===== src/ltc_pkg.sv =====
// Package for the lexical token classifier: types, terminal table, character classes.
// Used by lexical_token_classifier_core. No dependencies.
package ltc_pkg;

  localparam int NAME_CHARS     = 16;
  localparam int SYMBOL_ENTRIES = 16;
  localparam int TERM_COUNT     = 28;
  localparam int TERM_MAX       = 6;

  localparam logic [1:0] CLS_TERMINAL = 2'd0;
  localparam logic [1:0] CLS_LITERAL  = 2'd1;
  localparam logic [1:0] CLS_SYMBOL   = 2'd2;

  localparam logic [7:0] CH_QUOTE = 8'h22;
  localparam logic [7:0] CH_COMMA = 8'h2C;

  localparam logic [47:0] TERM_NAME [TERM_COUNT] = '{
    48'("("), 48'(")"), 48'("{"), 48'("}"), 48'("="), 48'(";"), 48'("+"), 48'("-"),
    48'("*"), 48'("/"), 48'("%"), 48'("<"), 48'(">"), 48'("&"), 48'("|"),
    48'("=="), 48'("+="), 48'("-="), 48'("*="), 48'("<="), 48'(">="), 48'("&&"),
    48'("||"), 48'("void"), 48'("int"), 48'("if"), 48'("printf"), 48'("scanf")
  };
  localparam int TERM_LEN [TERM_COUNT] = '{
    1, 1, 1, 1, 1, 1, 1, 1, 1, 1, 1, 1, 1, 1, 1,
    2, 2, 2, 2, 2, 2, 2, 2,
    4, 3, 2, 6, 5
  };

  typedef enum logic [1:0] {
    MODE_IDLE,
    MODE_WORD,
    MODE_STRING,
    MODE_OPER
  } scan_mode_e;

  typedef enum logic [3:0] {
    ST_IDLE,
    ST_PHA,
    ST_PHB,
    ST_EOT,
    ST_CLASS,
    ST_RD,
    ST_CHK,
    ST_INS,
    ST_PUSH,
    ST_FIN
  } ltc_state_e;

  typedef enum logic [1:0] {
    RET_PHB,
    RET_EOT,
    RET_FIN
  } ret_e;

  typedef struct packed {
    logic [1:0] cls;
    logic [4:0] id;
    logic [4:0] len;
    logic       full;
    logic       over;
    logic       last;
  } result_t;

  function automatic logic is_digit(input logic [7:0] c);
    return (c >= 8'h30) && (c <= 8'h39);
  endfunction

  function automatic logic is_alnum(input logic [7:0] c);
    return is_digit(c) || ((c >= 8'h61) && (c <= 8'h7A)) || ((c >= 8'h41) && (c <= 8'h5A));
  endfunction

  function automatic logic is_punct(input logic [7:0] c);
    return ((c >= 8'h21) && (c <= 8'h2F)) || ((c >= 8'h3A) && (c <= 8'h40)) ||
           ((c >= 8'h5B) && (c <= 8'h60)) || ((c >= 8'h7B) && (c <= 8'h7E));
  endfunction

  function automatic logic is_oper(input logic [7:0] c);
    return (c == 8'h2B) || (c == 8'h2D) || (c == 8'h3D) || (c == 8'h2A) ||
           (c == 8'h2F) || (c == 8'h3C) || (c == 8'h3E) || (c == 8'h25) ||
           (c == 8'h26) || (c == 8'h7C);
  endfunction

  // tt holds character k at bits [8k+7:8k]; returns one-based terminal index or zero
  function automatic logic [4:0] term_match(input logic [8*TERM_MAX-1:0] tt,
                                            input logic [5:0] cnt);
    logic [4:0] id;
    logic       eq;
    id = '0;
    for (int j = TERM_COUNT - 1; j >= 0; j--) begin
      eq = (cnt == 6'(TERM_LEN[j]));
      for (int k = 0; k < TERM_MAX; k++) begin
        if (k < TERM_LEN[j] && tt[8*k +: 8] != TERM_NAME[j][8*(TERM_LEN[j]-1-k) +: 8]) begin
          eq = 1'b0;
        end
      end
      if (eq) begin
        id = 5'(j + 1);
      end
    end
    return id;
  endfunction

endpackage


===== src/ltc_symtab.sv =====
// Symbol table storage: name characters and name lengths, synchronous memories.
// One read and one write per cycle each, read data registered. Depends on nothing.
module ltc_symtab #(
  parameter int SymbolEntries = 16,
  parameter int KW            = 4,
  parameter int KCW           = 5,
  parameter int JW            = 4
) (
  input  logic            clk_i,
  input  logic            rd_en_i,
  input  logic [JW-1:0]   rd_slot_i,
  input  logic [KW-1:0]   rd_char_i,
  output logic [7:0]      rd_name_o,
  output logic [KCW-1:0]  rd_len_o,
  input  logic            wr_name_en_i,
  input  logic            wr_len_en_i,
  input  logic [JW-1:0]   wr_slot_i,
  input  logic [KW-1:0]   wr_char_i,
  input  logic [7:0]      wr_name_i,
  input  logic [KCW-1:0]  wr_len_i
);

  localparam int Depth = SymbolEntries * (2 ** KW);

  logic [7:0]     names_q [Depth];
  logic [KCW-1:0] lens_q  [SymbolEntries];

  always_ff @(posedge clk_i) begin
    if (wr_name_en_i) begin
      names_q[{wr_slot_i, wr_char_i}] <= wr_name_i;
    end
    if (wr_len_en_i) begin
      lens_q[wr_slot_i] <= wr_len_i;
    end
    if (rd_en_i) begin
      rd_name_o <= names_q[{rd_slot_i, rd_char_i}];
      rd_len_o  <= lens_q[rd_slot_i];
    end
  end

endmodule


===== src/lexical_token_classifier_core.sv =====
// Top level of the lexical token classifier: scanner, classifier sequencer, result stage.
// Depends on ltc_pkg and ltc_symtab.
//
// One character beat is taken at a time; the input stalls until every token it causes has
// been classified and handed to the result stage. A finished token first gets the terminal
// and literal check; a symbol then walks the symbol table through the memory read port,
// reading each entry's length and, where the length matches, comparing its characters one
// by one, and a new symbol stores its characters one at a time. Results leave through
// a one-entry holding stage and an output register so the last token of a beat can be
// flagged.
module lexical_token_classifier_core #(
  parameter int NameChars     = ltc_pkg::NAME_CHARS,
  parameter int SymbolEntries = ltc_pkg::SYMBOL_ENTRIES
) (
  input  logic       clk_i,
  input  logic       rst_ni,
  input  logic       in_valid_i,
  output logic       in_stall_o,
  input  logic [7:0] text_byte_i,
  input  logic       end_of_text_i,
  output logic       out_valid_o,
  input  logic       out_stall_i,
  output logic [1:0] token_class_o,
  output logic [4:0] token_id_o,
  output logic [4:0] token_length_o,
  output logic       table_full_o,
  output logic       too_long_o,
  output logic       last_of_run_o
);
  import ltc_pkg::*;

  localparam int KW  = (NameChars > 1) ? $clog2(NameChars) : 1;
  localparam int KCW = $clog2(NameChars + 1);
  localparam int JW  = (SymbolEntries > 1) ? $clog2(SymbolEntries) : 1;
  localparam int JCW = $clog2(SymbolEntries + 1);

  ltc_state_e state_q, state_d;
  ret_e       ret_q, ret_d;
  scan_mode_e mode_q, mode_d;

  logic [7:0]     c_q;
  logic           eot_q;
  logic [7:0]     text_q [NameChars];
  logic [KCW-1:0] cnt_q, cnt_d;
  logic           over_q, over_d;
  logic [JCW-1:0] j_q, j_d, syms_q, syms_d, lits_q, lits_d;
  logic [KCW-1:0] k_q, k_d;
  result_t        res_q, res_d, pend_q, pend_d, out_q, out_d;
  logic           pend_v_q, pend_v_d, out_v_q, out_v_d;
  logic           add_en;

  logic                  c_alnum, c_oper, c_quote, c_single;
  logic [8*TERM_MAX-1:0] tt;
  logic [4:0]            term_id;
  logic                  is_lit;
  logic                  out_free, push_go;
  logic                  chk_miss, chk_hit;

  logic           rd_en, wr_name_en, wr_len_en;
  logic [7:0]     rd_name;
  logic [KCW-1:0] rd_len;

  assign c_alnum  = is_alnum(c_q);
  assign c_oper   = is_oper(c_q);
  assign c_quote  = (c_q == CH_QUOTE);
  assign c_single = is_punct(c_q) && (c_q != CH_COMMA) && !c_quote && !c_oper;

  always_comb begin
    tt = '0;
    for (int i = 0; i < TERM_MAX; i++) begin
      if (i < NameChars) begin
        tt[8*i +: 8] = text_q[i];
      end
    end
  end

  assign term_id  = over_q ? 5'd0 : term_match(tt, 6'(cnt_q));
  assign is_lit   = (cnt_q != '0) && (is_digit(text_q[0]) || text_q[0] == CH_QUOTE);
  assign out_free = !out_v_q || !out_stall_i;
  assign push_go  = !pend_v_q || out_free;
  assign chk_miss = (rd_len != cnt_q) ||
                    ((cnt_q != '0) && (rd_name != text_q[k_q[KW-1:0]]));
  assign chk_hit  = !chk_miss && ((cnt_q == '0) || (k_q == cnt_q - 1'b1));

  assign in_stall_o = (state_q != ST_IDLE);

  always_comb begin
    state_d = state_q;
    ret_d   = ret_q;
    unique case (state_q)
      ST_IDLE: begin
        if (in_valid_i) state_d = ST_PHA;
      end
      ST_PHA: begin
        unique case (mode_q)
          MODE_STRING: begin
            state_d = c_quote ? ST_CLASS : ST_EOT;
            ret_d   = RET_EOT;
          end
          MODE_OPER: begin
            state_d = ST_CLASS;
            ret_d   = c_oper ? RET_EOT : RET_PHB;
          end
          MODE_WORD: begin
            state_d = c_alnum ? ST_EOT : ST_CLASS;
            ret_d   = RET_PHB;
          end
          default: state_d = ST_PHB;
        endcase
      end
      ST_PHB: begin
        state_d = c_single ? ST_CLASS : ST_EOT;
        ret_d   = RET_EOT;
      end
      ST_EOT: begin
        state_d = (eot_q && mode_q != MODE_IDLE) ? ST_CLASS : ST_FIN;
        ret_d   = RET_FIN;
      end
      ST_CLASS: state_d = (term_id != '0 || is_lit) ? ST_PUSH : ST_RD;
      ST_RD:    state_d = (j_q == syms_q) ? ST_INS : ST_CHK;
      ST_CHK:   state_d = chk_hit ? ST_PUSH : ST_RD;
      ST_INS: begin
        if (syms_q == JCW'(SymbolEntries) || k_q == cnt_q) state_d = ST_PUSH;
      end
      ST_PUSH: begin
        if (push_go) begin
          unique case (ret_q)
            RET_PHB: state_d = ST_PHB;
            RET_EOT: state_d = ST_EOT;
            default: state_d = ST_FIN;
          endcase
        end
      end
      ST_FIN: begin
        if (push_go) state_d = ST_IDLE;
      end
      default: state_d = ST_IDLE;
    endcase
  end

  always_comb begin
    mode_d     = mode_q;
    cnt_d      = cnt_q;
    over_d     = over_q;
    add_en     = 1'b0;
    j_d        = j_q;
    k_d        = k_q;
    syms_d     = syms_q;
    lits_d     = lits_q;
    res_d      = res_q;
    pend_d     = pend_q;
    pend_v_d   = pend_v_q;
    out_d      = out_q;
    out_v_d    = out_v_q && out_stall_i;
    rd_en      = 1'b0;
    wr_name_en = 1'b0;
    wr_len_en  = 1'b0;
    unique case (state_q)
      ST_PHA: begin
        unique case (mode_q)
          MODE_STRING: begin
            add_en = 1'b1;
            if (c_quote) mode_d = MODE_IDLE;
          end
          MODE_OPER: begin
            add_en = c_oper;
            mode_d = MODE_IDLE;
          end
          MODE_WORD: begin
            if (c_alnum) begin
              add_en = 1'b1;
            end else begin
              mode_d = MODE_IDLE;
            end
          end
          default: ;
        endcase
      end
      ST_PHB: begin
        priority if (c_alnum) begin
          add_en = 1'b1;
          mode_d = MODE_WORD;
        end else if (c_quote) begin
          add_en = 1'b1;
          mode_d = MODE_STRING;
        end else if (c_oper) begin
          add_en = 1'b1;
          mode_d = MODE_OPER;
        end else begin
          add_en = c_single;
        end
      end
      ST_EOT: begin
        if (eot_q) mode_d = MODE_IDLE;
      end
      ST_CLASS: begin
        res_d.len  = 5'(cnt_q);
        res_d.over = over_q;
        res_d.full = 1'b0;
        res_d.last = 1'b0;
        j_d        = '0;
        k_d        = '0;
        priority if (term_id != '0) begin
          res_d.cls = CLS_TERMINAL;
          res_d.id  = term_id;
        end else if (is_lit) begin
          res_d.cls = CLS_LITERAL;
          if (lits_q < JCW'(SymbolEntries)) begin
            lits_d   = lits_q + 1'b1;
            res_d.id = 5'(lits_q + 1'b1);
          end else begin
            res_d.id   = '0;
            res_d.full = 1'b1;
          end
        end else begin
          res_d.cls = CLS_SYMBOL;
        end
      end
      ST_RD: begin
        rd_en = (j_q != syms_q);
      end
      ST_CHK: begin
        if (chk_hit) begin
          res_d.id = 5'(j_q + 1'b1);
        end else if (chk_miss) begin
          j_d = j_q + 1'b1;
          k_d = '0;
        end else begin
          k_d = k_q + 1'b1;
        end
      end
      ST_INS: begin
        priority if (syms_q == JCW'(SymbolEntries)) begin
          res_d.id   = '0;
          res_d.full = 1'b1;
        end else if (k_q == cnt_q) begin
          wr_len_en = 1'b1;
          syms_d    = syms_q + 1'b1;
          res_d.id  = 5'(syms_q + 1'b1);
        end else begin
          wr_name_en = 1'b1;
          k_d        = k_q + 1'b1;
        end
      end
      ST_PUSH: begin
        if (push_go) begin
          if (pend_v_q) begin
            out_d   = pend_q;
            out_v_d = 1'b1;
          end
          pend_d   = res_q;
          pend_v_d = 1'b1;
          cnt_d    = '0;
          over_d   = 1'b0;
        end
      end
      ST_FIN: begin
        if (push_go && pend_v_q) begin
          out_d      = pend_q;
          out_d.last = 1'b1;
          out_v_d    = 1'b1;
          pend_v_d   = 1'b0;
        end
      end
      default: ;
    endcase
    if (add_en) begin
      if (cnt_q < KCW'(NameChars)) begin
        cnt_d = cnt_q + 1'b1;
      end else begin
        over_d = 1'b1;
      end
    end
  end

  always_ff @(posedge clk_i or negedge rst_ni) begin
    if (!rst_ni) begin
      state_q  <= ST_IDLE;
      ret_q    <= RET_FIN;
      mode_q   <= MODE_IDLE;
      cnt_q    <= '0;
      over_q   <= 1'b0;
      syms_q   <= '0;
      lits_q   <= '0;
      pend_v_q <= 1'b0;
      out_v_q  <= 1'b0;
    end else begin
      state_q  <= state_d;
      ret_q    <= ret_d;
      mode_q   <= mode_d;
      cnt_q    <= cnt_d;
      over_q   <= over_d;
      syms_q   <= syms_d;
      lits_q   <= lits_d;
      pend_v_q <= pend_v_d;
      out_v_q  <= out_v_d;
    end
  end

  always_ff @(posedge clk_i) begin
    if (state_q == ST_IDLE && in_valid_i) begin
      c_q   <= text_byte_i;
      eot_q <= end_of_text_i;
    end
    if (add_en && cnt_q < KCW'(NameChars)) begin
      text_q[cnt_q[KW-1:0]] <= c_q;
    end
    j_q    <= j_d;
    k_q    <= k_d;
    res_q  <= res_d;
    pend_q <= pend_d;
    out_q  <= out_d;
  end

  ltc_symtab #(
    .SymbolEntries(SymbolEntries),
    .KW           (KW),
    .KCW          (KCW),
    .JW           (JW)
  ) u_symtab (
    .clk_i       (clk_i),
    .rd_en_i     (rd_en),
    .rd_slot_i   (j_q[JW-1:0]),
    .rd_char_i   (k_q[KW-1:0]),
    .rd_name_o   (rd_name),
    .rd_len_o    (rd_len),
    .wr_name_en_i(wr_name_en),
    .wr_len_en_i (wr_len_en),
    .wr_slot_i   (syms_q[JW-1:0]),
    .wr_char_i   (k_q[KW-1:0]),
    .wr_name_i   (text_q[k_q[KW-1:0]]),
    .wr_len_i    (cnt_q)
  );

  assign out_valid_o    = out_v_q;
  assign token_class_o  = out_q.cls;
  assign token_id_o     = out_q.id;
  assign token_length_o = out_q.len;
  assign table_full_o   = out_q.full;
  assign too_long_o     = out_q.over;
  assign last_of_run_o  = out_q.last;

endmodule

===== config.mk =====
export PLATFORM = sky130hd
export DESIGN_NAME = lexical_token_classifier_core
export DESIGN_NICKNAME = d
export VERILOG_FILES = /design/src/ltc_pkg.sv /design/src/ltc_symtab.sv /design/src/lexical_token_classifier_core.sv
export SDC_FILE = /design/constraint.sdc
export NUM_CORES = 2
export LEC_CHECK = 0
export BUFFER_PORTS_ARGS = -buffer_cell sky130_fd_sc_hd__buf_2
export CAP_MARGIN = 20
export CORE_MARGIN = 1.5
export CORE_UTILIZATION = 40
export CTS_CLUSTER_DIAMETER = 50
export DETAILED_ROUTE_END_ITERATION = 12
export GPL_TIMING_DRIVEN = 0
export HOLD_SLACK_MARGIN = 0.03
export MAX_ROUTING_LAYER = met4
export PLACE_DENSITY = 0.6
export SLEW_MARGIN = 40
export SYNTH_ARGS = -nofsm -noshare
export SYNTH_HDL_FRONTEND = slang
export SYNTH_HIERARCHICAL = 1
export SYNTH_SLANG_ARGS = --single-unit

===== constraint.sdc =====
create_clock -name clk_i -period 11.92 [get_ports clk_i]
set_input_delay 0.596 -clock clk_i [delete_from_list [all_inputs] [get_ports clk_i]]
set_output_delay 0.596 -clock clk_i [all_outputs]
set_load 0.01 [all_outputs]

# Word-level counts from Yosys, hierarchy flattened
# Memory sizes are Yosys's and may differ from the RTL's. A register that Yosys moved wholly into a read port is not among the register bits.
# Index checks and enable logic that the tools add are counted.
# word_totals
ramBits,2256
latchBits,0
register_bits,88
mem_count,3
in_bits,13
rom_bits,0
# classes
multipliers,0
bitwise_logic,2
n_shift,0
muxes,165
order_cmp,18
reduce_logical,70
addsub,6
eq_ne,93
n_div,0
# mem_list
name,depth,width,rd,rd_clocked_by_memory_dff,write_ports,line,rtl
u_symtab.names_q,256,8,1,1,1,ltc_symtab.sv:25,logic [7:0] names_q [Depth];
text_q,16,8,7,1,1,lexical_token_classifier_core.sv:43,logic [7:0] text_q [NameChars];
u_symtab.lens_q,16,5,1,1,1,ltc_symtab.sv:26,logic [KCW-1:0] lens_q [SymbolEntries];
# ops
operator,count
$mux 5,45
$ne 8x7->1 const B,21
$ne 8x6->1 const B,15
$eq 8x6->1 const B,11
$mux 1,83
$mux 15,3
$le 8x7->1 const B,5
$pmux 4 s10,1
$ge 8x6->1 const B,4
$ge 8x7->1 const B,4
$mux 4,8
$pmux 15 s2,1
$pmux 5 s3,2
$ne 2x2->1 const B,13
$add 5x1->5 const B,5
$le 8x6->1 const B,3
$pmux 2 s3,4
$logic_or 1x1->1,21
$reduce_and 4->1,5
$logic_and 1x1->1,19
$eq 4x3->1 const B,4
$eq 5x3->1 const B,3
$eq 5x5->1,3
$mux 2,7
34 further kinds,64

# Depth between registers and ports, before layout
# An unclocked memory read counts as a cell.
# depth
ltp_word,40
depth_mapped,12
mapped_depth_nobuf,11

# Hierarchy
# The synthesis kept the hierarchy.
# by_module_without_submodules
mod,cells_per_inst,n_inst,seq_area_each_um2,area_each_um2
ltc_symtab,3836,1,64291.7,82701.8
lexical_token_classifier_core,811,1,6437.4,10558.9

# Worst setup path after synthesis
# No wires, ideal clock.
# synth_path
kind,flip-flop to flip-flop
from,register with a tool-made name
to,register res_q[10] in the netlist's numbering (enable)
path_stages_with_launch,12
synth_period_minus_slack_ns,10.358
t_arrival_ns,10.015
required_ns,11.577
path_slack_ns,1.562
path_cell_list,dfxtp_1 > buf_6 > buf_2 > mux2i_1 > mux4_2 > mux2i_1 > xor2_1 > a2111oi_2 > a31oi_1 > nand3_1 > o31a_1 > nor2b_1
# synth_lines
item,line,rtl
to (signal assigned),lexical_token_classifier_core.sv:310,res_q <= res_d;
to (decl),lexical_token_classifier_core.sv:48,"result_t res_q, res_d, pend_q, pend_d, out_q, out_d;"

# Worst setup path after layout
# layout_path
from,register cnt_q[4]
to,memory u_symtab.names_q[99][4] (enable)
# layout_via
elab_chain_len,6
# layout_rtl
item,line,rtl
from (decl),lexical_token_classifier_core.sv:44,"logic [KCW-1:0] cnt_q, cnt_d;"
from (signal assigned),lexical_token_classifier_core.sv:291,cnt_q <= cnt_d;
$eq 5x5->1,lexical_token_classifier_core.sv:236,end else if (k_q == cnt_q) begin
$mux 1,lexical_token_classifier_core.sv:236,
$mux 1,lexical_token_classifier_core.sv:233,priority if (syms_q == JCW'(SymbolEntries)) begin
$mux 1,lexical_token_classifier_core.sv:158,unique case (state_q)
named net wr_name_en,lexical_token_classifier_core.sv:59,"logic rd_en, wr_name_en, wr_len_en;"
$mux 1,ltc_symtab.sv:29,if (wr_name_en_i) begin
$mux 1 (not written as such),ltc_symtab.sv:30,"names_q[{wr_slot_i, wr_char_i}] <= wr_name_i;"
to (decl),ltc_symtab.sv:25,
# The timed path passes the listed nets, and every way through them passes these cells.

==> impl_metrics.json <==
{
  "cpMaxStageDelayCell": "dfrtp_1",
  "max_freq_mhz": 175,
  "dp.cells": 7819,
  "maxSlewHeadroom_pct": 30.9,
  "cap_violations": 0,
  "final_util_pct": 46.4,
  "dieWidth_um": 486,
  "synth_nets": 4670,
  "arrival_ns": 6.23,
  "clock_latency_ns": 0.90,
  "fin_area_mm2": 0.108,
  "ys_async_sr_fraction_pct": 1.10,
  "nets": 5054,
  "outcome": "complete, no violations",
  "synth_warnings": 6,
  "finalHoldViolCount": 0,
  "max-vdd-ir-drop_uv": 142,
  "die_y_um": 486,
  "grt_pass1_wl_um": 390000,
  "layout_min_cycle_time_ns": 5.73,
  "cts-resized-gates": 0,
  "post_dp_cell_area_mm2": 0.0995,
  "antenna_found_initial": 7,
  "p_per_area_mw_per_mm2": 213,
  "gr-total-overflow": 0,
  "postSynthAreaPerCell_um2": 20.1,
  "ctsHtreeMaxLevel": 4,
  "port_buffers": 29,
  "wl_per_cell_um": 34.2,
  "syn2layout_area_growth_pct": 15.4,
  "drt_pass1_iterations": 6,
  "grt_max_degree": 54,
  "coreArea_mm2": 0.232,
  "clkSlewWorstSetupHoldPaths_ns": 0.06,
  "hold_slack_ns": 0.208,
  "cts_hold_buf": 11,
  "path_cells": "clkbuf_1 -> xor2_1 -> or4_1 -> nand2_1 -> nor2_1 -> nor3b_1 -> nand3_2 -> clkbuf_2 -> buf_16 -> nor2_1",
  "dpl.hpwl_um": 198000,
  "clock-skew-final_ns": 0.103,
  "worstPathMaxFanout": 19,
  "drive_above_1_share_pct": 26.9,
  "required_ns": 12.42,
  "ys_seq_elements": 2361,
  "initial_core_util_pct": 40.2,
  "synthCells": 4647,
  "grt_setup_unrepaired": "no",
  "drt_iter0_markers": 7195,
  "grt_usage_pct": 24.5,
  "synth_cell_types": 79,
  "crit_path_end_kind": "register",
  "slowest_delay_ns": 0.80,
  "cts_buffers": 239,
  "leakage_nw": 33.7,
  "clkSinkCount": 2361,
  "syn_area_mm2": 0.0933,
  "cts_tree": "yes",
  "drt-vias-per-instance": 6.11,
  "ioPinCount": 30,
  "slew_viol_final": 0,
  "hold_class": "in -> reg",
  "synth-edff-count": 2331,
  "finalWeightedCongestion": 0.973,
  "cp.buffers_inverters": 3,
  "cts_post_setup_buffers_inserted": 0,
  "tns_ns": 0,
  "nFillCells": 19300,
  "fp.dieArea_mm2": 0.236,
  "max_slew.worst_pin.slew_ns": 1.03,
  "std_cell_rows": 177,
  "critPathLaunchType": "register",
  "yosysSeqAreaShare_pct": 75.8,
  "fin_crit_sh_pct": 48.1,
  "drc": 0,
  "setup_viol": 0,
  "clockBufferDepth": 3,
  "vias": 50600,
  "grt_pass1_vias": 48600,
  "crit_family": "simple AND/OR/NAND/NOR gates",
  "critPathKind": "reg -> reg",
  "fin_cells": 8282,
  "path_common_cell": "nor2_1",
  "drtAntennaViolNets": 0,
  "synth-main-ff-cell": "edfxtp_1",
  "wl_um": 284000,
  "root_buffer": "clkbuf_16"
}
## worst register-to-register path: cells and delay by family, from the launching register on
family | cells | cell delay, ns
XOR/XNOR | 1 | 0.18
AND/OR/NAND/NOR | 6 | 2.91
flip-flops | 1 | 0.80
buffers and inverters | 3 | 1.45
## layer usage
metal,share of wire (%),wire [µm],GRT usage [%]
met1,39,110000,32.9
met2,46,130000,36.5
met3,11,29800,5.40
met4,4.7,13400,9.77
met5,0,0,-
## logic make-up (layout without fill, tap and decap cells)
logic type / count (synthesis) / count (layout) / share of synthesized area [%]
flops: 2361 / 2361 / 75.8
mux: 665 / 665 / 14.0
xor+xnor: 44 / 44 / 0.413
buf+inv: 303 / 886 / 1.90
simple gates: 724 / 724 / 3.64
fa+ha+maj: 10 / 10 / 0.134
compound gates: 540 / 540 / 4.03
other cells: 0 / 9 / 0
## sequential cells by signal, indices dropped and copies added, names as in the netlist, 8 cells and up, named ones only
register and count:
u_symtab/lens_q 80, c_q 8, res_q 14, pend_q 14
u_symtab/rd_name_o 8, text_q 128, u_symtab/names_q 2048
## stage by stage
stage / total power, mW / setup slack (ns)
floorplan: 13.5 / 1.56
global placement: 15.7 / -8.29
detailed placement: 15.6 / 6.32
CTS: 22.9 / 6.28
global route: 23.5 / 6.02
finish: 22.9 / 6.19
## Yosys cell counts, types with 10 or more instances
master | n | area [µm²]
nor4_1 | 13 | 81.3
o21ai_0 | 59 | 295
or3_1 | 13 | 81.3
mux2i_1 | 137 | 1370
mux4_2 | 511 | 11500
xnor2_1 | 17 | 149
dfrtp_1 | 25 | 626
a21oi_1 | 129 | 646
nor2_1 | 351 | 1320
clkbuf_1 | 138 | 518
and3_1 | 17 | 106
o22ai_1 | 19 | 119
o221ai_1 | 33 | 289
buf_12 | 12 | 240
nand3_1 | 47 | 235
buf_6 | 20 | 225
edfxtp_1 | 2331 | 70000
buf_8 | 11 | 165
a2111oi_0 | 11 | 96.3
buf_4 | 29 | 218
nand2_1 | 105 | 394
xor2_1 | 27 | 236
inv_1 | 27 | 101
nand2b_1 | 25 | 156
nand4_1 | 13 | 81.3
mux2_2 | 15 | 169
a22o_1 | 29 | 254
nor3_1 | 42 | 210
buf_1 | 20 | 75.1
a22oi_1 | 157 | 1180
ha_1 | 10 | 125
a221oi_1 | 17 | 149
nor2b_1 | 32 | 200
buf_2 | 46 | 230
## final cells by class
type                       instances  area, µm²  area share [%]
sequential                      2361      70700            65.7
multi-input combinational       1983      21500            19.9
clock buffer                     282       6140            5.70
tap                             3043       3810            3.54
timing repair buffer             143       2020            1.88
buffer                           276       1750            1.63
clock inverter                   158       1640            1.52
inverter                          27        101          0.0941
antenna                            9       22.5          0.0209
## layout by cell type (no fill, tap or decap), types with 33 or more instances in the layout
cell type / n
a22oi_1: 157
edfxtp_1: 2331
buf_2: 91
clkbuf_16: 239
mux2i_1: 135
clkbuf_2: 55
nand3_1: 40
buf_8: 39
clkinv_1: 56
mux4_2: 511
nand2_1: 88
o221ai_1: 33
clkbuf_1: 127
clkinv_2: 39
nor2_2: 154
buf_6: 37
nor3_1: 34
a21oi_1: 126
nor2_1: 197
o21ai_0: 57
buf_12: 39
## final timing paths
check / startpoint / endpoint / slack, ns / cells past startpoint
max: cnt_q[4]$_DFF_PN0_ / u_symtab/names_q[99][4]$_DFFE_PP_ / 6.19 / 10
min: in_valid_i / c_q[7]$_DFFE_PP_ / 0.21 / 3
max reg2reg: cnt_q[4]$_DFF_PN0_ / u_symtab/names_q[99][4]$_DFFE_PP_ / 6.19 / 10
min reg2reg: res_q[4]$_DFFE_PP_ / pend_q[4]$_DFFE_PP_ / 0.37 / 0
max in group asynchronous: rst_ni / ret_q[0]$_DFFE_PN0P_ / 11.22 / 2
min in group asynchronous: rst_ni / mode_q[0]$_DFFE_PN0P_ / 0.27 / 2
## power breakdown
| group | switching [mW] | internal, mW | leakage [nW] |
|---|---|---|---|
| Combinational | 3.38 | 1.46 | 8.49 |
| Clock | 3.26 | 4.15 | 3.77 |
| Sequential | 0.123 | 10.5 | 21.4 |
Power figures use the tool's default switching activity.
